<file path="config.mk">
export PLATFORM = sky130hd
export DESIGN_NAME = ieu_back
export DESIGN_NICKNAME = d
export VERILOG_FILES = /design/src/hw/rtl/ieu_pkg.sv /design/src/hw/rtl/ieu_back.sv
export SDC_FILE = /design/constraint.sdc
export NUM_CORES = 1
export LEC_CHECK = 0
export BUFFER_PORTS_ARGS = -buffer_cell sky130_fd_sc_hd__clkbuf_2
export CORE_ASPECT_RATIO = 1.1
export CORE_MARGIN = 4
export CORE_UTILIZATION = 40
export CTS_CLUSTER_DIAMETER = 100
export DETAILED_ROUTE_END_ITERATION = 10
export GPL_TIMING_DRIVEN = 0
export HOLD_SLACK_MARGIN = 0.05
export PLACE_DENSITY = 0.75
export SLEW_MARGIN = 25
export SYNTH_ARGS = -nofsm -noshare
export SYNTH_HDL_FRONTEND = slang
export SYNTH_SLANG_ARGS = --single-unit
</file>
<file path="constraint.sdc">
create_clock -name clk_i -period 2.7 [get_ports clk_i]
set_clock_uncertainty 0.2 [all_clocks]
set_input_delay 0.27 -clock clk_i [delete_from_list [all_inputs] [get_ports clk_i]]
set_output_delay 0.27 -clock clk_i [all_outputs]
set_load 0.05 [all_outputs]
</file>
<file path="src/hw/rtl/ieu_pkg.sv">
// Package for the integer execute unit: payload types, class, opcode and fault codes.
// No dependencies; used by every module of the unit.
package ieu_pkg;

  localparam int unsigned XLEN     = 32;
  localparam int unsigned DIV_STEPS = XLEN;

  // Instruction classes
  localparam logic [2:0] KIND_R = 3'd0;
  localparam logic [2:0] KIND_I = 3'd1;
  localparam logic [2:0] KIND_S = 3'd2;
  localparam logic [2:0] KIND_P = 3'd3;
  localparam logic [2:0] KIND_B = 3'd4;
  localparam logic [2:0] KIND_J = 3'd5;

  // Opcodes
  localparam logic [5:0] OP_R_FIRST = 6'h01;
  localparam logic [5:0] OP_R_LAST  = 6'h08;
  localparam logic [5:0] OP_MUL     = 6'h09;
  localparam logic [5:0] OP_DIV     = 6'h0A;
  localparam logic [5:0] OP_REM     = 6'h0B;
  localparam logic [5:0] OP_MOV     = 6'h0D;
  localparam logic [5:0] OP_NOT     = 6'h0E;
  localparam logic [5:0] OP_NEG     = 6'h0F;
  localparam logic [5:0] OP_I_FIRST = 6'h10;
  localparam logic [5:0] OP_I_LAST  = 6'h17;
  localparam logic [5:0] OP_LI      = 6'h19;
  localparam logic [5:0] OP_ADDR_FIRST = 6'h1A;
  localparam logic [5:0] OP_ADDR_LAST  = 6'h1E;
  localparam logic [5:0] OP_ST_FIRST = 6'h1F;
  localparam logic [5:0] OP_ST_LAST  = 6'h21;
  localparam logic [5:0] OP_BEQ     = 6'h22;
  localparam logic [5:0] OP_BNE     = 6'h23;
  localparam logic [5:0] OP_BLE     = 6'h24;
  localparam logic [5:0] OP_BGE     = 6'h25;
  localparam logic [5:0] OP_BLEU    = 6'h26;
  localparam logic [5:0] OP_BGEU    = 6'h27;
  localparam logic [5:0] OP_JMP     = 6'h28;
  localparam logic [5:0] OP_JAL     = 6'h29;
  localparam logic [5:0] OP_JR      = 6'h2A;
  localparam logic [5:0] OP_HALT    = 6'h32;

  // ALU selects
  localparam logic [2:0] ALU_ADD = 3'd0;
  localparam logic [2:0] ALU_SUB = 3'd1;
  localparam logic [2:0] ALU_AND = 3'd2;
  localparam logic [2:0] ALU_OR  = 3'd3;
  localparam logic [2:0] ALU_XOR = 3'd4;
  localparam logic [2:0] ALU_SLL = 3'd5;
  localparam logic [2:0] ALU_SRL = 3'd6;
  localparam logic [2:0] ALU_SRA = 3'd7;

  localparam logic [31:0] LINK_OFFSET = 32'd4;

  // Fault codes
  localparam logic [1:0] FAULT_NONE  = 2'd0;
  localparam logic [1:0] FAULT_DIV0  = 2'd1;
  localparam logic [1:0] FAULT_CLASS = 2'd2;

  typedef struct packed {
    logic [2:0]         kind;
    logic [5:0]         opcode;
    logic [31:0]        src1_value;
    logic [31:0]        src2_value;
    logic signed [31:0] immediate;
    logic [31:0]        current_pc;
  } ieu_in_t;

  typedef struct packed {
    logic [31:0] result_value;
    logic [31:0] next_pc;
    logic        pc_changed;
    logic        halt_request;
    logic [1:0]  fault_code;
  } ieu_out_t;

  // Control travelling alongside the divider
  typedef struct packed {
    ieu_out_t res;
    logic     is_div;
    logic     is_rem;
    logic     neg_q;
    logic     neg_r;
  } ieu_ctl_t;

  // Divider working state: n holds dividend bits, then quotient bits
  typedef struct packed {
    logic [XLEN-1:0] n;
    logic [XLEN-1:0] r;
    logic [XLEN-1:0] d;
  } ieu_div_t;

endpackage

</file>
<file path="src/hw/rtl/ieu_back.sv">
// Output stage: sign correction of quotient or remainder and the result register.
// Depends on ieu_pkg.
module ieu_back (
  input  logic              clk_i,
  input  logic              rst_ni,
  input  logic              valid_i,
  output logic              ready_o,
  input  ieu_pkg::ieu_ctl_t ctl_i,
  input  ieu_pkg::ieu_div_t div_i,
  output logic              valid_o,
  input  logic              ready_i,
  output ieu_pkg::ieu_out_t data_o
);
  import ieu_pkg::*;

  logic     valid_q;
  ieu_out_t data_q, data_d;

  always_comb begin
    data_d = ctl_i.res;
    if (ctl_i.is_div) begin
      if (ctl_i.is_rem) begin
        data_d.result_value = ctl_i.neg_r ? ('0 - div_i.r) : div_i.r;
      end else begin
        data_d.result_value = ctl_i.neg_q ? ('0 - div_i.n) : div_i.n;
      end
    end
  end

  assign ready_o = !valid_q || ready_i;

  always_ff @(posedge clk_i or negedge rst_ni) begin
    if (!rst_ni) begin
      valid_q <= 1'b0;
    end else if (ready_o) begin
      valid_q <= valid_i;
    end
  end

  always_ff @(posedge clk_i) begin
    if (valid_i && ready_o) begin
      data_q <= data_d;
    end
  end

  assign valid_o = valid_q;
  assign data_o  = data_q;

endmodule

</file>
==> metrics.log <==
INFO  metric place_congestion = 0.930
INFO  metric post_synth_instance_area = 0.00410 mm²
INFO  metric maximum_clock_rate = 387 MHz
INFO  metric report.final.hold_viol_count = 0
INFO  metric worst_ep_required_time = 2.61 ns
INFO  metric syn_area_per_cell = 11.2 µm²
INFO  metric synthDominantAreaCellType = sky130_fd_sc_hd__edfxtp_1
INFO  metric multiInputGateArea = 0.00195 mm²
INFO  metric timing.critical_path.fanout_max = 6
INFO  metric setup_viol_count_final = 0
INFO  metric deepest_clock_path_buffer_count = 2
INFO  metric max_stage_delay = 0.68 ns
INFO  metric floorplan.die.width = 105 µm
INFO  metric yosysSeqAreaShare = 50.4%
INFO  metric wire_length_of_the_first_global_routing_pass = 23200 µm
INFO  metric seqPwrFrac = 41.5%
INFO  metric floorplan.initialDensity = 41.3%
INFO  metric antenna-diode-count = 0
INFO  metric preCtsSetupSlack = -0.508 ns
INFO  metric share_comb_of_total_power = 27.3%
INFO  metric path_delay_family = simple AND/OR/NAND/NOR gates
INFO  metric post_dp_cell_area = 0.00532 mm²
INFO  metric timing.setup.critical_path_class = input port to flop
INFO  metric cp_num_buf_inv = 1
INFO  metric nets = 828
INFO  metric static-leakage-power = 2.65 nW
INFO  metric numCtsBuffers = 9
INFO  metric routed-via-count = 4178
INFO  metric drt_pass1_iterations = 5
INFO  metric regArea = 0.00207 mm²
INFO  metric placeableCoreArea = 0.00994 mm²
INFO  metric wirelength = 15100 µm
INFO  metric type_of_destination_of_the_critical_path = flop
INFO  metric p_int = 0.00210 W
INFO  metric number_of_global_route_vias_before_repair = 4359
INFO  metric io-pin-count = 242
INFO  metric clock_power_share = 31.2%
INFO  metric maxSlewViolCount = 0
INFO  metric synth_async_sr_flop_share = 1.45%
INFO  metric layout.filler_cells = 793
INFO  metric synthesis.yosys.warnings = 0
INFO  metric ys_seq_elements = 69
INFO  metric worst_skew_pair.late_latency = 0.36 ns
INFO  metric root_buffer = sky130_fd_sc_hd__clkbuf_8
INFO  metric rsz0062_at_grt = no
INFO  metric final_layout_size_suffix_gt1_share = 37.6%
INFO  metric cts_tree = done
INFO  metric power.ir.vdd_worst = 0.223 mV
INFO  metric worst_slew_pin_slew = 0.799 ns
INFO  metric critical_path.startpoint_type = input port
INFO  metric total_drc_errors_in_the_routed_layout = 0
INFO  metric antenna_violations_before_repair = 1
INFO  metric cell_types_with_the_largest_area_share_after_synthesis = sky130_fd_sc_hd__edfxtp_1 (50%), sky130_fd_sc_hd__xor2_1 (8.5%), sky130_fd_sc_hd__xnor2_1 (3.4%)
INFO  metric synth_cell_type_count = 45
INFO  metric cts.sinks = 69
INFO  metric wl_per_cell = 19.4 µm
INFO  metric ant_nets = 0
INFO  metric postLayoutCellArea = 0.00626 mm²
INFO  metric p_total = 0.00310 W
INFO  metric max_cap_violations = 0
INFO  metric path_cells = clkbuf_2 -> nor4_1 -> nand2_1 -> or2_2 -> o31ai_1 -> xnor2_1 -> a221o_1
INFO  metric hold_class = input port to flop
INFO  metric worstPathArrival = 2.49 ns
INFO  metric outcome = completed
INFO  metric route.detailed.vias_per_inst = 5.36
INFO  metric cts_htree_levels = 3
INFO  metric swShare = 32.1%
INFO  metric io_buffer_count = 208
INFO  metric initialDrtViolationCount = 201
INFO  metric syn_inst = 365
INFO  metric grt-ovfl-total = 0
INFO  metric grt_usage = 25.0%
INFO  metric clk_transition_reported_paths = 0.07 ns
INFO  metric synth_edf_count = 68
INFO  metric grt_max_degree = 52
INFO  metric setup_slack = 0.115 ns
INFO  metric syn_to_final_growth = 52.6%
INFO  metric power.net_switching = 0.000995 W
INFO  metric critical_path.slowest_cell = sky130_fd_sc_hd__nor4_1
INFO  metric synth_net_count = 539
INFO  metric die_area = 0.0119 mm²
INFO  metric height_of_the_chip = 114 µm
INFO  metric synthFlopType = sky130_fd_sc_hd__edfxtp_1
INFO  metric timing.slew.headroom = 46.7%
INFO  metric p_per_area = 495 mW/mm²
INFO  metric fin_crit = 2.58 ns
INFO  metric post-synth-top-area-fraction = 49.8%
INFO  metric placement_rows = 38
INFO  metric min_period_over_period = 95.7%
INFO  metric dp_hpwl = 11000 µm
power groups by stage:
stage	Combinational, W	Clock (W)	Sequential, W
floorplan	0.000243	0	0.00154
global placement	0.000737	0	0.00131
detailed placement	0.000756	0	0.00131
CTS	0.000838	0.000971	0.00128
global route	0.000904	0.00102	0.00129
finish	0.000847	0.000967	0.00128
cell usage in the layout (no fill, tap or decap), types with 6 or more instances in the layout:
| cell | n |
|---|---|
| sky130_fd_sc_hd__clkbuf_2 | 208 |
| sky130_fd_sc_hd__edfxtp_1 | 68 |
| sky130_fd_sc_hd__dlygate4sd3_1 | 68 |
| sky130_fd_sc_hd__xor2_1 | 40 |
| sky130_fd_sc_hd__nand2_1 | 27 |
| sky130_fd_sc_hd__o21ai_0 | 20 |
| sky130_fd_sc_hd__nor2_1 | 17 |
| sky130_fd_sc_hd__xnor2_1 | 16 |
| sky130_fd_sc_hd__o31ai_1 | 14 |
| sky130_fd_sc_hd__mux2i_1 | 12 |
| sky130_fd_sc_hd__o41ai_1 | 12 |
| sky130_fd_sc_hd__inv_1 | 11 |
| sky130_fd_sc_hd__clkbuf_1 | 11 |
| sky130_fd_sc_hd__nor3_1 | 11 |
| sky130_fd_sc_hd__mux2_2 | 11 |
| sky130_fd_sc_hd__nand2b_1 | 9 |
| sky130_fd_sc_hd__clkbuf_8 | 9 |
| sky130_fd_sc_hd__nor4_1 | 6 |
| sky130_fd_sc_hd__a221o_1 | 6 |
cell families after synthesis:
logic type / count (synthesis) / share of synthesized area [%]
multiplexers: 23 / 5.95
AO/OA/AOI/OAI: 87 / 15.6
adder cells (fa/ha/maj): 2 / 0.610
AND/OR/NAND/NOR: 100 / 12.8
XOR/XNOR: 56 / 12.0
buffers and inverters: 28 / 2.74
flip-flops: 69 / 50.4
tightest hold or removal path, stage by stage:
cell	delay [ns]
sky130_fd_sc_hd__clkbuf_2	0.09
sky130_fd_sc_hd__a221oi_1	0.07
sky130_fd_sc_hd__o211ai_1	0.07
cell usage after synthesis, types with 5 or more instances:
master and n:
sky130_fd_sc_hd__a21oi_1 5, sky130_fd_sc_hd__nand2b_1 9, sky130_fd_sc_hd__clkbuf_1 11, sky130_fd_sc_hd__a221o_1 6, sky130_fd_sc_hd__mux2_2 11, sky130_fd_sc_hd__o211ai_1 5
sky130_fd_sc_hd__nor4_1 7, sky130_fd_sc_hd__nor2_1 17, sky130_fd_sc_hd__xnor2_1 16, sky130_fd_sc_hd__a211oi_1 5, sky130_fd_sc_hd__mux2i_1 12, sky130_fd_sc_hd__edfxtp_1 68
sky130_fd_sc_hd__o41ai_1 14, sky130_fd_sc_hd__o31ai_1 14, sky130_fd_sc_hd__nand2_1 27, sky130_fd_sc_hd__inv_1 11, sky130_fd_sc_hd__o21ai_0 20, sky130_fd_sc_hd__xor2_1 40
sky130_fd_sc_hd__nor3_1 11, sky130_fd_sc_hd__buf_1 5
what timing repair did:
action                                  4_1_cts  5_1_grt
pin swaps                                     0        3
buffers inserted                              0        1
gates cloned                                  0        0
resized for setup                             1        3
hold endpoints to repair                     66        0
hold buffers                                 68        0
endpoints found under the setup margin        6        5
through the flow:
step / instances / hold WS, ns / TNS [ns] / util (%)
6_report: 779 / 0.0604 / 0 / 63.0
3_5_place_dp: 694 / -0.151 / -5.57 / 53.6
3_3_place_gp: 693 / -0.155 / -5.00 / 53.3
4_1_cts: 778 / 0.0530 / 0 / 62.7
2_1_floorplan: 365 / -0.226 / 0 / -
5_1_grt: 779 / 0.0699 / 0 / 63.0
state kept, by name, summed over array words and instances, names as in the netlist:
name	count
data_o	68
valid_o	1
metal layers:
layer	vias to the layer above	GRT usage, %	share of wire (%)
met3	33	6.99	7.7
met1	1967	28.7	39
met5	-	0	0.086
li1	1974	-	-
met4	2	9.84	2.8
met2	202	44.4	51
layout make-up:
type	instances	share of cell area [%]
Buffer	17	1.14
Clock buffer	9	1.98
Clock inverter	7	1.56
Inverter	11	0.660
Multi-Input combinational cell	268	31.2
Sequential cell	69	33.0
Tap cell	120	2.40
Timing Repair Buffer	278	28.1
worst paths after layout:
check	cells after the start	slack [ns]	from	end
worst max-delay path	7	0.12	div_i[67]	data_o[65]
worst min-delay path	3	0.06	ctl_i[70]	data_o[66]
worst min register to register	2	0.77	valid_o	data_o[52]
max in group asynchronous	3	1.65	rst_ni	valid_o
min in group asynchronous	3	0.55	rst_ni	valid_o
worst max register to register	3	0.94	valid_o	data_o[55]
Note: power is estimated with default switching activity, not from simulation.
