**src/hw/rtl/ieu_pkg.sv**
```systemverilog
// Package for the integer execute unit: payload types, class, opcode and fault codes.
// No dependencies; used by every module of the unit.
package ieu_pkg;

  localparam int unsigned XLEN     = 32;
  localparam int unsigned DIV_STEPS = XLEN;

  // Instruction classes
  localparam logic [2:0] KIND_R = 3'd0;
  localparam logic [2:0] KIND_I = 3'd1;
  localparam logic [2:0] KIND_S = 3'd2;
  localparam logic [2:0] KIND_P = 3'd3;
  localparam logic [2:0] KIND_B = 3'd4;
  localparam logic [2:0] KIND_J = 3'd5;

  // Opcodes
  localparam logic [5:0] OP_R_FIRST = 6'h01;
  localparam logic [5:0] OP_R_LAST  = 6'h08;
  localparam logic [5:0] OP_MUL     = 6'h09;
  localparam logic [5:0] OP_DIV     = 6'h0A;
  localparam logic [5:0] OP_REM     = 6'h0B;
  localparam logic [5:0] OP_MOV     = 6'h0D;
  localparam logic [5:0] OP_NOT     = 6'h0E;
  localparam logic [5:0] OP_NEG     = 6'h0F;
  localparam logic [5:0] OP_I_FIRST = 6'h10;
  localparam logic [5:0] OP_I_LAST  = 6'h17;
  localparam logic [5:0] OP_LI      = 6'h19;
  localparam logic [5:0] OP_ADDR_FIRST = 6'h1A;
  localparam logic [5:0] OP_ADDR_LAST  = 6'h1E;
  localparam logic [5:0] OP_ST_FIRST = 6'h1F;
  localparam logic [5:0] OP_ST_LAST  = 6'h21;
  localparam logic [5:0] OP_BEQ     = 6'h22;
  localparam logic [5:0] OP_BNE     = 6'h23;
  localparam logic [5:0] OP_BLE     = 6'h24;
  localparam logic [5:0] OP_BGE     = 6'h25;
  localparam logic [5:0] OP_BLEU    = 6'h26;
  localparam logic [5:0] OP_BGEU    = 6'h27;
  localparam logic [5:0] OP_JMP     = 6'h28;
  localparam logic [5:0] OP_JAL     = 6'h29;
  localparam logic [5:0] OP_JR      = 6'h2A;
  localparam logic [5:0] OP_HALT    = 6'h32;

  // ALU selects
  localparam logic [2:0] ALU_ADD = 3'd0;
  localparam logic [2:0] ALU_SUB = 3'd1;
  localparam logic [2:0] ALU_AND = 3'd2;
  localparam logic [2:0] ALU_OR  = 3'd3;
  localparam logic [2:0] ALU_XOR = 3'd4;
  localparam logic [2:0] ALU_SLL = 3'd5;
  localparam logic [2:0] ALU_SRL = 3'd6;
  localparam logic [2:0] ALU_SRA = 3'd7;

  localparam logic [31:0] LINK_OFFSET = 32'd4;

  // Fault codes
  localparam logic [1:0] FAULT_NONE  = 2'd0;
  localparam logic [1:0] FAULT_DIV0  = 2'd1;
  localparam logic [1:0] FAULT_CLASS = 2'd2;

  typedef struct packed {
    logic [2:0]         kind;
    logic [5:0]         opcode;
    logic [31:0]        src1_value;
    logic [31:0]        src2_value;
    logic signed [31:0] immediate;
    logic [31:0]        current_pc;
  } ieu_in_t;

  typedef struct packed {
    logic [31:0] result_value;
    logic [31:0] next_pc;
    logic        pc_changed;
    logic        halt_request;
    logic [1:0]  fault_code;
  } ieu_out_t;

  // Control travelling alongside the divider
  typedef struct packed {
    ieu_out_t res;
    logic     is_div;
    logic     is_rem;
    logic     neg_q;
    logic     neg_r;
  } ieu_ctl_t;

  // Divider working state: n holds dividend bits, then quotient bits
  typedef struct packed {
    logic [XLEN-1:0] n;
    logic [XLEN-1:0] r;
    logic [XLEN-1:0] d;
  } ieu_div_t;

endpackage

```
**src/hw/rtl/ieu_front.sv**
```systemverilog
// First stage: decode, ALU, multiply, branch resolution and divider operand set-up.
// Depends on ieu_pkg.
module ieu_front (
  input  logic             clk_i,
  input  logic             rst_ni,
  input  logic             valid_i,
  output logic             ready_o,
  input  ieu_pkg::ieu_in_t data_i,
  output logic             valid_o,
  input  logic             ready_i,
  output ieu_pkg::ieu_ctl_t ctl_o,
  output ieu_pkg::ieu_div_t div_o
);
  import ieu_pkg::*;

  logic     valid_q;
  ieu_ctl_t ctl_q, ctl_d;
  ieu_div_t div_q, div_d;
  logic     load;

  logic [31:0] a, b, imm, pc;
  logic [31:0] alu_b, alu_res, prod;
  logic [2:0]  alu_sel;
  logic        take;

  assign a   = data_i.src1_value;
  assign b   = data_i.src2_value;
  assign imm = data_i.immediate;
  assign pc  = data_i.current_pc;

  assign alu_b   = (data_i.kind == KIND_R) ? b : imm;
  assign alu_sel = (data_i.kind == KIND_R) ? 3'(data_i.opcode - OP_R_FIRST)
                                           : data_i.opcode[2:0];
  assign prod    = a * b;

  always_comb begin
    case (alu_sel)
      ALU_ADD: alu_res = a + alu_b;
      ALU_SUB: alu_res = a - alu_b;
      ALU_AND: alu_res = a & alu_b;
      ALU_OR:  alu_res = a | alu_b;
      ALU_XOR: alu_res = a ^ alu_b;
      ALU_SLL: alu_res = a << alu_b[4:0];
      ALU_SRL: alu_res = a >> alu_b[4:0];
      default: alu_res = 32'($signed(a) >>> alu_b[4:0]);
    endcase
  end

  always_comb begin
    unique case (data_i.opcode)
      OP_BEQ:  take = (a == b);
      OP_BNE:  take = (a != b);
      OP_BLE:  take = ($signed(a) <= $signed(b));
      OP_BGE:  take = ($signed(a) >= $signed(b));
      OP_BLEU: take = (a <= b);
      OP_BGEU: take = (a >= b);
      default: take = 1'b0;
    endcase
  end

  always_comb begin
    ctl_d = '0;
    ctl_d.res.next_pc = pc;
    unique case (data_i.kind)
      KIND_R: begin
        if (data_i.opcode >= OP_R_FIRST && data_i.opcode <= OP_R_LAST) begin
          ctl_d.res.result_value = alu_res;
        end else if (data_i.opcode == OP_MUL) begin
          ctl_d.res.result_value = prod;
        end else if (data_i.opcode == OP_DIV || data_i.opcode == OP_REM) begin
          if (b == '0) begin
            ctl_d.res.fault_code = FAULT_DIV0;
          end else begin
            ctl_d.is_div = 1'b1;
            ctl_d.is_rem = (data_i.opcode == OP_REM);
          end
        end else if (data_i.opcode == OP_MOV) begin
          ctl_d.res.result_value = a;
        end else if (data_i.opcode == OP_NOT) begin
          ctl_d.res.result_value = ~a;
        end else if (data_i.opcode == OP_NEG) begin
          ctl_d.res.result_value = '0 - a;
        end
      end
      KIND_I: begin
        if (data_i.opcode >= OP_I_FIRST && data_i.opcode <= OP_I_LAST) begin
          ctl_d.res.result_value = alu_res;
        end else if (data_i.opcode == OP_LI) begin
          ctl_d.res.result_value = imm;
        end else if (data_i.opcode >= OP_ADDR_FIRST && data_i.opcode <= OP_ADDR_LAST) begin
          ctl_d.res.result_value = a + imm;
        end
      end
      KIND_S: begin
        if (data_i.opcode >= OP_ST_FIRST && data_i.opcode <= OP_ST_LAST) begin
          ctl_d.res.result_value = a + imm;
        end
      end
      KIND_P: begin
        ctl_d.res.halt_request = (data_i.opcode == OP_HALT);
      end
      KIND_B: begin
        if (take) begin
          ctl_d.res.next_pc    = pc + imm;
          ctl_d.res.pc_changed = 1'b1;
        end
      end
      KIND_J: begin
        if (data_i.opcode == OP_JMP) begin
          ctl_d.res.next_pc    = pc + imm;
          ctl_d.res.pc_changed = 1'b1;
        end else if (data_i.opcode == OP_JAL) begin
          ctl_d.res.result_value = pc + LINK_OFFSET;
          ctl_d.res.next_pc      = pc + imm;
          ctl_d.res.pc_changed   = 1'b1;
        end else if (data_i.opcode == OP_JR) begin
          ctl_d.res.result_value = pc + LINK_OFFSET;
          ctl_d.res.next_pc      = (a + imm) & ~32'd1;
          ctl_d.res.pc_changed   = 1'b1;
        end
      end
      default: begin
        ctl_d.res.fault_code = FAULT_CLASS;
      end
    endcase
    // signs for the final correction; remainder follows the dividend
    ctl_d.neg_q = a[31] ^ b[31];
    ctl_d.neg_r = a[31];
  end

  always_comb begin
    div_d.n = a[31] ? ('0 - a) : a;
    div_d.d = b[31] ? ('0 - b) : b;
    div_d.r = '0;
  end

  assign ready_o = !valid_q || ready_i;
  assign load    = valid_i && ready_o;

  always_ff @(posedge clk_i or negedge rst_ni) begin
    if (!rst_ni) begin
      valid_q <= 1'b0;
    end else if (ready_o) begin
      valid_q <= valid_i;
    end
  end

  always_ff @(posedge clk_i) begin
    if (load) begin
      ctl_q <= ctl_d;
      div_q <= div_d;
    end
  end

  assign valid_o = valid_q;
  assign ctl_o   = ctl_q;
  assign div_o   = div_q;

endmodule

```
**config.mk**
```make
export PLATFORM = sky130hd
export DESIGN_NAME = ieu_front
export DESIGN_NICKNAME = d
export VERILOG_FILES = /design/src/hw/rtl/ieu_pkg.sv /design/src/hw/rtl/ieu_front.sv
export SDC_FILE = /design/constraint.sdc
export NUM_CORES = 2
export LEC_CHECK = 0
export ABC_AREA = 1
export BUFFER_PORTS_ARGS = -buffer_cell sky130_fd_sc_hd__buf_2
export CAP_MARGIN = 20
export CORE_ASPECT_RATIO = 0.9
export CORE_MARGIN = 3
export CORE_UTILIZATION = 30
export DETAILED_ROUTE_END_ITERATION = 6
export PLACE_DENSITY = 0.55
export SLEW_MARGIN = 5
export SYNTH_ARGS = -nofsm -noshare
export SYNTH_HDL_FRONTEND = slang
export SYNTH_SLANG_ARGS = --single-unit
```
**constraint.sdc**
```tcl
create_clock -name clk_i -period 11.6 [get_ports clk_i]
set_input_delay 0.58 -clock clk_i [delete_from_list [all_inputs] [get_ports clk_i]]
set_output_delay 0.58 -clock clk_i [all_outputs]
set_load 0.02 [all_outputs]
```
==> qor.txt <==
outcome -> complete, but fails checks
failing checks -> DRC
total grt overflow -> 0
vias -> 45800
Total GRT Usage -> 0.303
fin. max-slew vios -> 0
vias in the first global route -> 42500
post-synthesis simple-gate area fraction -> 0.299
top post-synthesis cells by area -> fa_1, nand2_1, inv_1
area of the mapped netlist -> 41400 sq um
Worst Path Buf+Inv -> 6
final setup vio count -> 0
share of the yosys chip area belonging to registers -> 0.0992
Cell variety after synth -> 73
#FFs+latches synth -> 137
pin count of the biggest net entering global routing -> 83
fillers -> 15100
Ys Warns -> 0
syn_area_per_cell -> 6.46 sq um
largest family of logic cells by synthesized area -> adder cells
cell taking the most area after synthesis -> fa_1
1st-pass router iterations -> 7
IO Port Bufs -> 278
Max-slew headroom -> 0.258
die width -> 398 um
Post-synth EDFFs -> 136
CP max FO -> 20
Slew @ Worst Pin -> 1.10 ns
Die Span Y -> 359 um
row count -> 128
clock latency on the worst-skew pair -> 0.54 ns
Primary FF master, synth -> edfxtp_1
starting DRC count in detailed routing -> 6274
Peak VDD IR -> 0.000818 V
WP data arrival -> 7.99 ns
root buf cell -> clkbuf_16
post-CTS resize count -> 0
Initial Util -> 0.304
CP endpoint kind -> flop
clock transition at the registers of the reported paths -> 0.08 ns
mux share of post-synthesis cell area -> 0.000242
Nets -> 7405
Longest Clk Path Bufs -> 2
XOR/XNOR Fraction of Synth Area -> 0.0382
Critical Path Start Type -> input pin
Pwr Total -> 13800 uW
DR WL/cell -> 26.5 um
Area Growth Syn to Fin -> 9.07%
Syn Inst Count -> 6410
Synth Area in Compound Gates -> 0.120
RSZ-0062 raised after global routing -> no
worst hold path type -> in -> reg
first-pass GRT wire length -> 310000 um
clk_skew -> 0.0195 ns
clock sink total -> 137
Leak Pwr -> 0.0242 uW
initial antenna violation count -> 19
WP data required -> 11.88 ns
ys async rst share -> 0.00730
Placed Instance Area -> 44500 sq um
I/O pin total -> 311
fin crit period -> 7.71 ns
Final ANT Viol Nets -> 0
core region area -> 136000 sq um
Die ar. -> 143000 sq um
H-tree depth -> 4
gpl congestion -> 1.04
CTS tree -> built
# DRC -> 4
Final Cycle Share -> 0.665
postcts setup bufs -> 0
adder-cell area share of the yosys netlist -> 0.301
fmax -> 0.130 GHz
PwrDens -> 306 nW/um^2
slowest stage cell on the critical path -> fa_1
design area -> 45200 sq um
CTS Buf Count -> 17
Fin. Hold Viols -> 0
top cell type's share of synthesized area -> 0.199
Fin Setup TNS -> 0 ns
CP delay by family, top -> adder cells
Final Non-Filler Cells -> 8362
max cap viols -> 0
Routed WL -> 222000 um
CTS Hold Bufs -> 1
via/cell ratio -> 5.48
Setup CP Type -> in -> reg
layout cells sized above 1 -> 0.0740
Final Util -> 0.332
slowest stage delay, CP -> 0.60 ns
Final HPWL DP -> 178000 um
placed insts -> 8311
## layout by cell type (no fill, tap or decap), types with 7 or more instances in the layout
master | synthesis | layout
nand2_1 | 1941 | 1941
inv_1 | 1179 | 1178
nand3_1 | 454 | 454
fa_1 | 411 | 411
o21ai_0 | 341 | 341
ha_1 | 338 | 338
nor2_1 | 295 | 292
a21oi_1 | 283 | 282
buf_2 | 35 | 278
xor2_1 | 151 | 151
edfxtp_1 | 136 | 136
buf_4 | 35 | 83
nand4_1 | 76 | 76
nor3_1 | 61 | 61
nand3b_1 | 36 | 36
conb_1 | 1 | 32
o211ai_1 | 30 | 30
xnor2_1 | 28 | 28
o21ai_1 | 27 | 27
a31oi_1 | 27 | 27
o22ai_1 | 25 | 25
nor4_1 | 24 | 24
a21o_1 | 24 | 24
o221ai_1 | 24 | 24
or2_2 | 22 | 22
o21bai_1 | 18 | 18
clkbuf_16 | 0 | 17
diode_2 | 0 | 14
inv_2 | 13 | 14
a21boi_0 | 12 | 12
nor2_2 | 10 | 11
o31ai_1 | 9 | 9
clkinv_1 | 9 | 9
nand2_2 | 8 | 8
a211oi_1 | 8 | 8
a221oi_1 | 7 | 7
o21a_1 | 7 | 7
a22oi_1 | 7 | 7
## flip-flops by register name, indices dropped and copies added (netlist names)
register  count
ctl_o        72
valid_o       1
div_o        64
## report_power, final
group | internal, uW | switching, uW
Clock | 306 | 317
Sequential | 588 | 19.0
Combinational | 4390 | 8190
## per-stage QoR
| step | hold WS, ns | worst slack [ns] |
|---|---|---|
| finish | 0.264 | 3.89 |
| global route | 0.265 | 3.56 |
| CTS | 0.239 | 3.96 |
| detailed placement | 0.358 | 3.40 |
| global placement | 0.355 | 3.44 |
| floorplan | 0.284 | 3.76 |
## cell type report
cell class | count | area, sq um | area share
Multi-Input combinational cell | 4792 | 31600 | 0.699
Inverter | 1201 | 4510 | 0.0998
Sequential cell | 137 | 4110 | 0.0909
Tap cell | 1820 | 2280 | 0.0504
Timing Repair Buffer | 366 | 2070 | 0.0459
Clock buffer | 17 | 425 | 0.00941
Clock inverter | 15 | 170 | 0.00377
Antenna cell | 14 | 35.0 | 0.000775
## Yosys cell counts, drive strengths merged, types with 18 or more instances
master  instances
a21o           24
a21oi         284
a31oi          27
buf           128
clkbuf        183
edfxtp        136
fa            411
ha            338
inv          1192
nand2        1953
nand3         455
nand3b         36
nand4          77
nor2          309
nor3           66
nor4           26
o211ai         31
o21ai         373
o21bai         18
o221ai         24
o22ai          25
or2            23
xnor2          28
xor2          152
## worst paths after layout
check | depth (start not counted) | from | slack (ns) | to
worst max register to register | 3 | valid_o$_DFFE_PN0N_ | 8.24 | div_o[79]$_DFFE_PP_
worst min register to register | 2 | valid_o$_DFFE_PN0N_ | 0.59 | valid_o$_DFFE_PN0N_
worst max-delay path | 30 | data_i[110] | 3.89 | ctl_o[68]$_DFFE_PP_
max in group asynchronous | 2 | rst_ni | 11.18 | valid_o$_DFFE_PN0N_
worst min-delay path | 3 | valid_i | 0.26 | valid_o$_DFFE_PN0N_
min in group asynchronous | 2 | rst_ni | 0.34 | valid_o$_DFFE_PN0N_
## layer usage
metal | GRT usage | part of all wire | wire, um
met1 | 0.432 | 0.43 | 96300
met2 | 0.444 | 0.41 | 92100
met3 | 0.0770 | 0.12 | 25600
met4 | 0.0965 | 0.036 | 7970
met5 | 0.00303 | 0.00035 | 78
## logic make-up after synthesis
logic type,after synthesis
buffers and inverters,1512
XOR/XNOR,180
adder cells (fa/ha/maj),749
multiplexers,1
AO/OA/AOI/OAI,875
other,1
AND/OR/NAND/NOR,2955
flip-flops,137
## worst register-to-register path: stages, from the launching register on
cell     delay (ns)
dfrtp_1        0.43
a21oi_4        0.72
buf_4          0.83
buf_4          0.84
No activity file was read; power rests on OpenSTA's default activity.
