--- src/hw/rtl/ieu_pkg.sv ---
// Package for the integer execute unit: payload types, class, opcode and fault codes.
// No dependencies; used by every module of the unit.
package ieu_pkg;

  localparam int unsigned XLEN     = 32;
  localparam int unsigned DIV_STEPS = XLEN;

  // Instruction classes
  localparam logic [2:0] KIND_R = 3'd0;
  localparam logic [2:0] KIND_I = 3'd1;
  localparam logic [2:0] KIND_S = 3'd2;
  localparam logic [2:0] KIND_P = 3'd3;
  localparam logic [2:0] KIND_B = 3'd4;
  localparam logic [2:0] KIND_J = 3'd5;

  // Opcodes
  localparam logic [5:0] OP_R_FIRST = 6'h01;
  localparam logic [5:0] OP_R_LAST  = 6'h08;
  localparam logic [5:0] OP_MUL     = 6'h09;
  localparam logic [5:0] OP_DIV     = 6'h0A;
  localparam logic [5:0] OP_REM     = 6'h0B;
  localparam logic [5:0] OP_MOV     = 6'h0D;
  localparam logic [5:0] OP_NOT     = 6'h0E;
  localparam logic [5:0] OP_NEG     = 6'h0F;
  localparam logic [5:0] OP_I_FIRST = 6'h10;
  localparam logic [5:0] OP_I_LAST  = 6'h17;
  localparam logic [5:0] OP_LI      = 6'h19;
  localparam logic [5:0] OP_ADDR_FIRST = 6'h1A;
  localparam logic [5:0] OP_ADDR_LAST  = 6'h1E;
  localparam logic [5:0] OP_ST_FIRST = 6'h1F;
  localparam logic [5:0] OP_ST_LAST  = 6'h21;
  localparam logic [5:0] OP_BEQ     = 6'h22;
  localparam logic [5:0] OP_BNE     = 6'h23;
  localparam logic [5:0] OP_BLE     = 6'h24;
  localparam logic [5:0] OP_BGE     = 6'h25;
  localparam logic [5:0] OP_BLEU    = 6'h26;
  localparam logic [5:0] OP_BGEU    = 6'h27;
  localparam logic [5:0] OP_JMP     = 6'h28;
  localparam logic [5:0] OP_JAL     = 6'h29;
  localparam logic [5:0] OP_JR      = 6'h2A;
  localparam logic [5:0] OP_HALT    = 6'h32;

  // ALU selects
  localparam logic [2:0] ALU_ADD = 3'd0;
  localparam logic [2:0] ALU_SUB = 3'd1;
  localparam logic [2:0] ALU_AND = 3'd2;
  localparam logic [2:0] ALU_OR  = 3'd3;
  localparam logic [2:0] ALU_XOR = 3'd4;
  localparam logic [2:0] ALU_SLL = 3'd5;
  localparam logic [2:0] ALU_SRL = 3'd6;
  localparam logic [2:0] ALU_SRA = 3'd7;

  localparam logic [31:0] LINK_OFFSET = 32'd4;

  // Fault codes
  localparam logic [1:0] FAULT_NONE  = 2'd0;
  localparam logic [1:0] FAULT_DIV0  = 2'd1;
  localparam logic [1:0] FAULT_CLASS = 2'd2;

  typedef struct packed {
    logic [2:0]         kind;
    logic [5:0]         opcode;
    logic [31:0]        src1_value;
    logic [31:0]        src2_value;
    logic signed [31:0] immediate;
    logic [31:0]        current_pc;
  } ieu_in_t;

  typedef struct packed {
    logic [31:0] result_value;
    logic [31:0] next_pc;
    logic        pc_changed;
    logic        halt_request;
    logic [1:0]  fault_code;
  } ieu_out_t;

  // Control travelling alongside the divider
  typedef struct packed {
    ieu_out_t res;
    logic     is_div;
    logic     is_rem;
    logic     neg_q;
    logic     neg_r;
  } ieu_ctl_t;

  // Divider working state: n holds dividend bits, then quotient bits
  typedef struct packed {
    logic [XLEN-1:0] n;
    logic [XLEN-1:0] r;
    logic [XLEN-1:0] d;
  } ieu_div_t;

endpackage

--- src/hw/rtl/ieu_div_step.sv ---
// One restoring-division stage: one quotient bit per item per cycle while not stalled.
// Depends on ieu_pkg.
module ieu_div_step (
  input  logic              clk_i,
  input  logic              rst_ni,
  input  logic              valid_i,
  output logic              ready_o,
  input  ieu_pkg::ieu_ctl_t ctl_i,
  input  ieu_pkg::ieu_div_t div_i,
  output logic              valid_o,
  input  logic              ready_i,
  output ieu_pkg::ieu_ctl_t ctl_o,
  output ieu_pkg::ieu_div_t div_o
);
  import ieu_pkg::*;

  logic            valid_q;
  ieu_ctl_t        ctl_q;
  ieu_div_t        div_q, div_d;
  logic [XLEN-1:0] shifted;
  logic            fits;

  // partial remainder stays below the divisor, at most 2^31, so the shift cannot spill
  assign shifted = {div_i.r[XLEN-2:0], div_i.n[XLEN-1]};
  assign fits    = (shifted >= div_i.d);

  always_comb begin
    div_d.d = div_i.d;
    div_d.r = fits ? (shifted - div_i.d) : shifted;
    div_d.n = {div_i.n[XLEN-2:0], fits};
  end

  assign ready_o = !valid_q || ready_i;

  always_ff @(posedge clk_i or negedge rst_ni) begin
    if (!rst_ni) begin
      valid_q <= 1'b0;
    end else if (ready_o) begin
      valid_q <= valid_i;
    end
  end

  always_ff @(posedge clk_i) begin
    if (valid_i && ready_o) begin
      ctl_q <= ctl_i;
      div_q <= div_d;
    end
  end

  assign valid_o = valid_q;
  assign ctl_o   = ctl_q;
  assign div_o   = div_q;

endmodule

--- config.mk ---
export PLATFORM = sky130hd
export DESIGN_NAME = ieu_div_step
export DESIGN_NICKNAME = d
export VERILOG_FILES = /design/src/hw/rtl/ieu_pkg.sv /design/src/hw/rtl/ieu_div_step.sv
export SDC_FILE = /design/constraint.sdc
export NUM_CORES = 1
export LEC_CHECK = 0
export BUFFER_PORTS_ARGS = -buffer_cell sky130_fd_sc_hd__clkbuf_2
export CORE_ASPECT_RATIO = 0.75
export CORE_MARGIN = 4
export CORE_UTILIZATION = 35
export DETAILED_ROUTE_END_ITERATION = 8
export GPL_TIMING_DRIVEN = 1
export PLACE_DENSITY_LB_ADDON = 0.15
export SETUP_SLACK_MARGIN = 0.1
export SYNTH_ARGS = -nofsm -noshare
export SYNTH_HDL_FRONTEND = slang
export SYNTH_SLANG_ARGS = --single-unit
--- constraint.sdc ---
create_clock -name clk_i -period 13 [get_ports clk_i]
set_clock_uncertainty 0.15 [all_clocks]
set_input_delay 2.6 -clock clk_i [delete_from_list [all_inputs] [get_ports clk_i]]
set_output_delay 2.6 -clock clk_i [all_outputs]
set_load 0.01 [all_outputs]
==> run summary, run 1 <==
The slowest stage of the critical path is the nand2b_1 cell. Full die area: 23300 um^2. Entering global routing, the biggest net connects 84 pins.

The maximum buffer depth of the clock tree was 2. Along the worst hold path, the cell count comes to 2. Data on the critical path is required at its endpoint by 10.25 ns. The layout cell share with drive strength beyond 1 came out at 43.3%. The logs give 0 for the initial antenna violation count and 0 for the leftover overflow at the end of global routing. Across all layers, the routed design uses 5397 vias. After layout, the worst setup slack is 7.27 ns. A synthesized cell averages 13.9 um^2. Among all flip-flop cells after synthesis, the most frequent one is edfxtp_1. In the final design database the tool counted 1081 nets. The tools report the buffer cell driving the clock tree root as clkbuf_16. Final hold analysis gives a worst-case slack of 0.394 ns. The category of the most critical setup path was in2out. The count of final setup violators is 0. The repair_antennas step left the layout with diodes totalling 0. The run gives 174 MHz as the timing-limited maximum frequency. The worst path needs 5.73 ns of the cycle, external delays included. The netlist area before placement is 7300 um^2, and the via count of the first global-routing pass is 5346. The worst path uses 44.1% of the clock period. Clock-pin slew was measured on the worst setup and hold paths at 0.08 ns. STA classifies the critical path endpoint as an output pin.

For this run, design rule violations remaining after detail routing come to 0. The first routing iteration left 391 violations. Measured against its own limit, the worst slew margin works out to 31.6%. Summing all multi-input logic gate instances after layout gives 2020 um^2.

Across the run, the number of max-cap violations was 0. The path class of the tightest hold or removal check is reg2reg. From left edge to right edge, the die measures 175 um. Traced cell by cell, the critical path runs through clkbuf_2 > nand2b_1 > clkbuf_2. The aggregate negative setup slack was 0 ns. Post-CTS setup repair buffer count: 0. The count of flip-flops with a built-in enable after synthesis was 168. The worst setup slack for register-to-register paths was 10.87 ns. The cell that appears most often on the critical path is clkbuf_2. In the final layout, flip-flops and latches occupy 5070 um^2.

The run gives 51 as the number of distinct library cells after synthesis. At the pin with the least slew margin, the transition time is 1.03 ns. Counting the fill cells in the layout gives 1925.

The first global-routing pass estimated 30.3 mm of wire. The area growth from synthesis to layout was 35.9%; the total routing usage reported by global routing was 16.7%. Number of slew-limit violations in the final report: 0. Of all nets on the critical path, the largest fanout is 3. The initial cell density of the core was 35.8%; the number of rows in the core area was 45. Counting cells, the worst reg-to-reg path comes to 3.

In this run the remaining antenna-violating nets after routing total 0. After detailed placement, the total cell area comes to 9320 um^2. The H-tree was split into 4 levels. The post-synthesis register bit count is 169. The run finished with clean final reports.

Power spread over the standard cell area amounts to 138 nW/um^2. After routing the design area is 9920 um^2. In this run the critical register-to-register path is launched from valid_o. For hold timing, the worst endpoint is valid_o. The clock drives 169 sinks. Routability-driven placement finished with a final weighted congestion of 0.787. The share of flip-flops with an asynchronous set or reset after synthesis came out at 0.592%.

The clock reaches the later pin of the worst-skew pair after 0.43 ns. Once the clock tree was built, the resizer swapped 0 gates to a different size. The overall routed net length is 19.7 mm. The count of boundary I/O pins is 342. From bottom edge to top edge, the die measures 133 um.

Final routed wire length divided by cell count: 16.8 um. The final hold violation count came out at 0. For the maximum VDD drop, the log shows 0.0000553 V. During placement, the flow inserted port buffers numbering 340. The total area inside the core boundary comes to 20400 um^2.

Dividing the detail-routed via count by the number of cells gives 4.61. On the worst path, the slowest cell contributes a delay of 0.17 ns. Before antenna repair, the detailed router went through 4 iterations. The share of the Yosys chip area taken by registers is 69.5%. For this run, the number of Yosys warnings is 0. The largest delay contributor family on the critical path is buffers and inverters. The number of clock buffers inserted by TritonCTS came out at 17. The HPWL after detailed placement is 15.3 mm. Total buffers and inverters traversed by the critical path: 2. Hold repair after CTS inserted 0 buffers.

In the synthesized netlist, the number of instances is 527. In this run the static leakage power is 4.45 nW. STA classifies the critical path startpoint as a primary input. TritonCTS built the clock tree. Prior to clock tree synthesis, the placed netlist has a worst setup slack of 7.15 ns.

The tools report the launching instance or port of the critical path as ready_i. The startpoint identified for the worst hold timing path is valid_o. Data on the critical path arrives at its endpoint at 2.98 ns. Setup repair after global routing left no endpoint under its margin. The endpoint identified for the worst register-to-register timing path is div_o[35]. The net count after synthesis came out at 732.
final cells by class:
| type | count | area share, % |
|---|---|---|
| clock buffers | 17 | 4.29 |
| clock inverters | 15 | 1.77 |
| inverters | 41 | 1.55 |
| multi-input cells | 304 | 20.3 |
| flip-flops and latches | 169 | 51.1 |
| well taps | 282 | 3.56 |
| repair buffers | 343 | 17.4 |
worst max-delay path by stage:
stage	end	depth (start not counted)	slack (ns)
2_1_floorplan	ctl_o[0]	2	5.64
3_3_place_gp	div_o[35]	12	7.16
3_5_place_dp	div_o[35]	11	7.15
4_1_cts	ready_o	3	7.26
5_1_grt	ready_o	3	7.25
6_report	ready_o	3	7.27
worst register-to-register path: stages (launching register included):
cell and delay (ns):
dfrtp_1 0.38, nand2b_1 0.12, and2_4 0.24, buf_4 0.77
synthesized netlist by cell type, types with 8 or more instances:
master / number / area share, %
inv_1: 41 / 2.1
edfxtp_1: 168 / 69
xnor2_1: 14 / 1.7
xor2_1: 11 / 1.3
and3_1: 8 / 0.69
a21oi_1: 23 / 1.6
nor2_1: 20 / 1.0
ha_1: 32 / 5.5
a31oi_1: 9 / 0.77
nand2_1: 51 / 2.6
o21ai_0: 43 / 2.9
a21o_1: 10 / 1.0
sequential cells by signal, indices dropped and copies added, names as in the netlist:
| signal | flops |
|---|---|
| valid_o | 1 |
| ctl_o | 72 |
| div_o | 96 |
routing by layer:
layer  GRT usage (%)  wire length [um]  up-vias
met5               0                 0        -
met4            4.54               225        0
met3            5.71              1620       17
met2            27.8              9570      205
met1            21.0              8280     2501
li1                -                 -     2674
cell usage in the layout, fill, tap and decap left out, types with 3 or more instances in the layout:
cell type / Yosys / final
a211oi_1: 4 / 4
a21boi_0: 3 / 3
a21o_1: 10 / 10
a21oi_1: 23 / 23
a31oi_1: 9 / 9
and3_1: 8 / 8
buf_4: 3 / 3
clkbuf_16: 0 / 17
clkbuf_2: 0 / 340
clkinv_8: 0 / 4
edfxtp_1: 168 / 168
ha_1: 32 / 32
inv_1: 41 / 41
inv_6: 0 / 3
inv_8: 0 / 4
nand2_1: 51 / 51
nand2b_1: 5 / 5
nand3_1: 7 / 7
nand4_1: 7 / 7
nor2_1: 20 / 20
nor2b_1: 4 / 4
nor3_1: 7 / 7
o211ai_1: 6 / 6
o21ai_0: 43 / 43
o21bai_1: 4 / 4
o31ai_1: 5 / 5
or3_1: 3 / 3
xnor2_1: 14 / 14
xor2_1: 11 / 11
logic make-up after synthesis:
kind of cell	count (synthesis)	synth area share (%)
AO/OA/AOI/OAI	124	10.7
XOR/XNOR	25	3.00
adder cells (fa/ha/maj)	33	5.76
buffers and inverters	54	3.03
flip-flops	169	69.5
multiplexers	2	0.291
AND/OR/NAND/NOR	120	7.73
where the power goes:
part | switching, mW | internal [mW]
logic | 0.123 | 0.0843
registers | 0.00833 | 0.643
clock network | 0.253 | 0.261
stage by stage:
stage / power (mW) / std cells / util, %
detailed placement: 0.874 / 1139 / 45.7
global route: 1.44 / 1171 / 48.7
finish: 1.37 / 1171 / 48.7
floorplan: 0.790 / 527 / -
global placement: 0.872 / 1139 / 45.7
CTS: 1.39 / 1171 / 48.7
(Power assumes the default switching activity.)
==> inputs of run 2 (changes only) <==
==> constraint.sdc (replaced) <==
create_clock -name clk_i -period 5.4 [get_ports clk_i]
set_clock_uncertainty 0.15 [all_clocks]
set_input_delay 1.08 -clock clk_i [delete_from_list [all_inputs] [get_ports clk_i]]
set_output_delay 1.08 -clock clk_i [all_outputs]
set_load 0.01 [all_outputs]
==> run summary, run 2 (synthesized netlist as in run 1, its figures left out) <==
The flow ran to the end, and the final reports show no timing, DRC or antenna violations. The timing-limited maximum frequency is 251 MHz, and the DRC violation total after the first TritonRoute iteration is 331 (-15%). The count of final setup violators was 0 (unchanged); the ratio of total power to cell area was 334 nW/um^2 (+140%). For the core footprint, the log shows 20400 um^2 (unchanged). The run gives 0.000167 V (+200%) as the maximum VDD drop. The run gives 0 (unchanged) as the post-CTS setup repair buffer count. The leftover overflow at the end of global routing is 0 (unchanged), and the number of cells upsized or downsized after cts is 0 (unchanged).

For the number of slew-limit violations in the final report, the log shows 0 (unchanged). The number of remaining DRC errors is 0 (unchanged), and the met3 track utilization from global routing is 5.83% (+0.11 points). The total of max-cap violations is 0 (unchanged).

The area growth from synthesis to layout was 36.5%. The height of the die is 133 um (unchanged). Of the available clock period, the critical path in the final layout requires 73.8%.

For the number of levels in the clock H-tree, the log shows 4 (unchanged). The number of flip-flops in the largest register was 96 (unchanged). The number of cells in the design after placement is 1140 (+0.088%), and the aggregate negative setup slack is 0 ns (unchanged). The run gives 15.3 mm (+0.55%) as the total half-perimeter wirelength after legalization and detailed placement.

The run gives 23300 um^2 (unchanged) as the full die area. The data required time of the worst path came out at 5.41 ns (-4.84 ns). In the layout the commonest cells are clkbuf_2 (340), edfxtp_1 (168), nand2_1 (51). The run gives 1172 (+0.085%) as the final standard cell count with taps included and fillers excluded. TritonCTS built the clock tree. The logs give 28.3% (+0.52 points) for the global routing met2 resource utilization and 16.8% (+0.054 points) for the total routing usage reported by global routing. The TritonCTS sink count is 169 (unchanged), and the final routed wire length divided by cell count is 16.8 um (about the same).

The clock-pin slew on the worst setup and hold paths is 0.07 ns (about the same). The worst setup path is captured at a flop. The largest net degree at the start of global routing is 99 (+18%).

For the net count of the finished layout, the log shows 1082 (+0.093%). The detailed-route vias per instance is 4.65 (+0.90%). Counting I/O delays and the setup requirement, the final critical path takes 3.98 ns.

Count of inserted antenna diode cells: 0 (unchanged). The number of input and output port buffers inserted was 340 (unchanged); the layout cell share with drive strength beyond 1 was 43.4% (+0.064 points). Category of the most critical setup path: in2reg.

The max-slew headroom at the worst pin is 32.6% (+0.95 points). The library cell used most frequently in the layout, excluding fill and tap cells, is clkbuf_2. The buffer cell driving the clock tree root was clkbuf_16.

The routability congestion estimate was 0.793 (+0.81%). For the hold-fix buffer count after cts, the log shows 0 (unchanged). The pin slew with the least headroom to its limit was 1.01 ns (-0.0180 ns); the highest fanout seen on the critical path was 42 (+39). The worst endpoint data arrival time was 4.00 ns (+1.02 ns); the count of boundary I/O pins was 342 (unchanged). The number of rows in the core area was 45 (unchanged).

The logs give 5 (+1) for the number of iterations in the first detailed-routing pass and 35.8% (unchanged) for the initial cell density of the core. For the final hold violation count, the log shows 0 (unchanged). Number of clock buffers inserted by TritonCTS: 17 (unchanged). Setup repair after global routing left no endpoint under its margin. Busiest layer in global routing: met2. STA classifies the critical path startpoint as a primary input.

The tools report the wire length of the first global-routing pass as 30.4 mm (+0.39%). The worst-skew pair later-pin latency was 0.42 ns (about the same); the maximum buffer depth of the clock tree was 2 (unchanged). The via count of the first global-routing pass is 5378 (+0.60%), and the width of the chip is 175 um (unchanged). The overall routed net length is 19.7 mm (+0.13%), and the met1 layer usage reported by global route is 20.6% (-0.32 points). For the initial antenna violation count, the log shows 0 (unchanged). The tightest min-delay check is of the in2async type. Remaining number of nets flagged by the antenna check after routing: 0 (unchanged). For the leakage component of the power, the log shows 4.46 nW (+0.28%). The run gives 5450 (+0.98%) as the number of vias in the routed layout.
## run 2: cell types whose count changed in the layout (fill, tap and decap cells not counted), sizes merged
cell	delta
buf	+1
clkinv	-1
clkinvlp	+1
inv	-1
bufinv	+1
## run 2: path summary, 6_finish.rpt
check	slack, ns	start	endpoint	cells past startpoint
max in group asynchronous	4.76	rst_ni	valid_o	1
min	0.26	rst_ni	valid_o	1
min reg2reg	0.42	valid_o	valid_o	2
max	1.42	div_i[17]	div_o[47]	11
max reg2reg	3.44	valid_o	ctl_o[13]	3
min in group clk_i	0.42	valid_o	valid_o	2
## run 2: final cells by class
type / instances / area [um^2]
Fill cell: 1877 / 10400
Sequential cell: 169 / 5070
Multi-Input combinational cell: 304 / 2020
Timing Repair Buffer: 344 / 1740
Clock buffer: 17 / 425
Tap cell: 282 / 353
Clock inverter: 15 / 196
Inverter: 41 / 154
## run 2: metal layers
layer | routed length [um] | share of wire (%)
met2 | 9790 | 50
met1 | 8020 | 41
met4 | 226 | 1.1
met3 | 1690 | 8.6
met5 | 0 | 0
## run 2: critical path, stage by stage
cell and delay [ns]:
clkbuf_2 0.09, inv_1 0.04, ha_1 0.40, a21o_1 0.25
a21o_1 0.21, o21ba_2 0.21, o41ai_2 0.29, nand3_1 0.18
o21ai_4 0.80, buf_4 0.32, o21ai_0 0.11
## run 2: stage by stage
stage	utilization, %	hold WS (ns)	total power, mW	area [um^2]	worst slack [ns]
after floorplan	-	0.472	1.89	7300	1.45
after global placement	45.8	0.369	2.10	9340	0.944
after detailed placement	45.8	0.396	2.11	9340	0.925
after CTS	48.9	0.241	3.39	9960	1.35
after global routing	48.9	0.237	3.50	9960	1.14
final	48.9	0.262	3.33	9960	1.42
## run 2: report_power, final
group | internal (mW) | total [mW] | switching (mW)
Sequential | 1.55 | 1.57 | 0.0199
Combinational | 0.206 | 0.503 | 0.298
Clock | 0.671 | 1.26 | 0.589
Total | 2.42 | 3.33 | 0.907
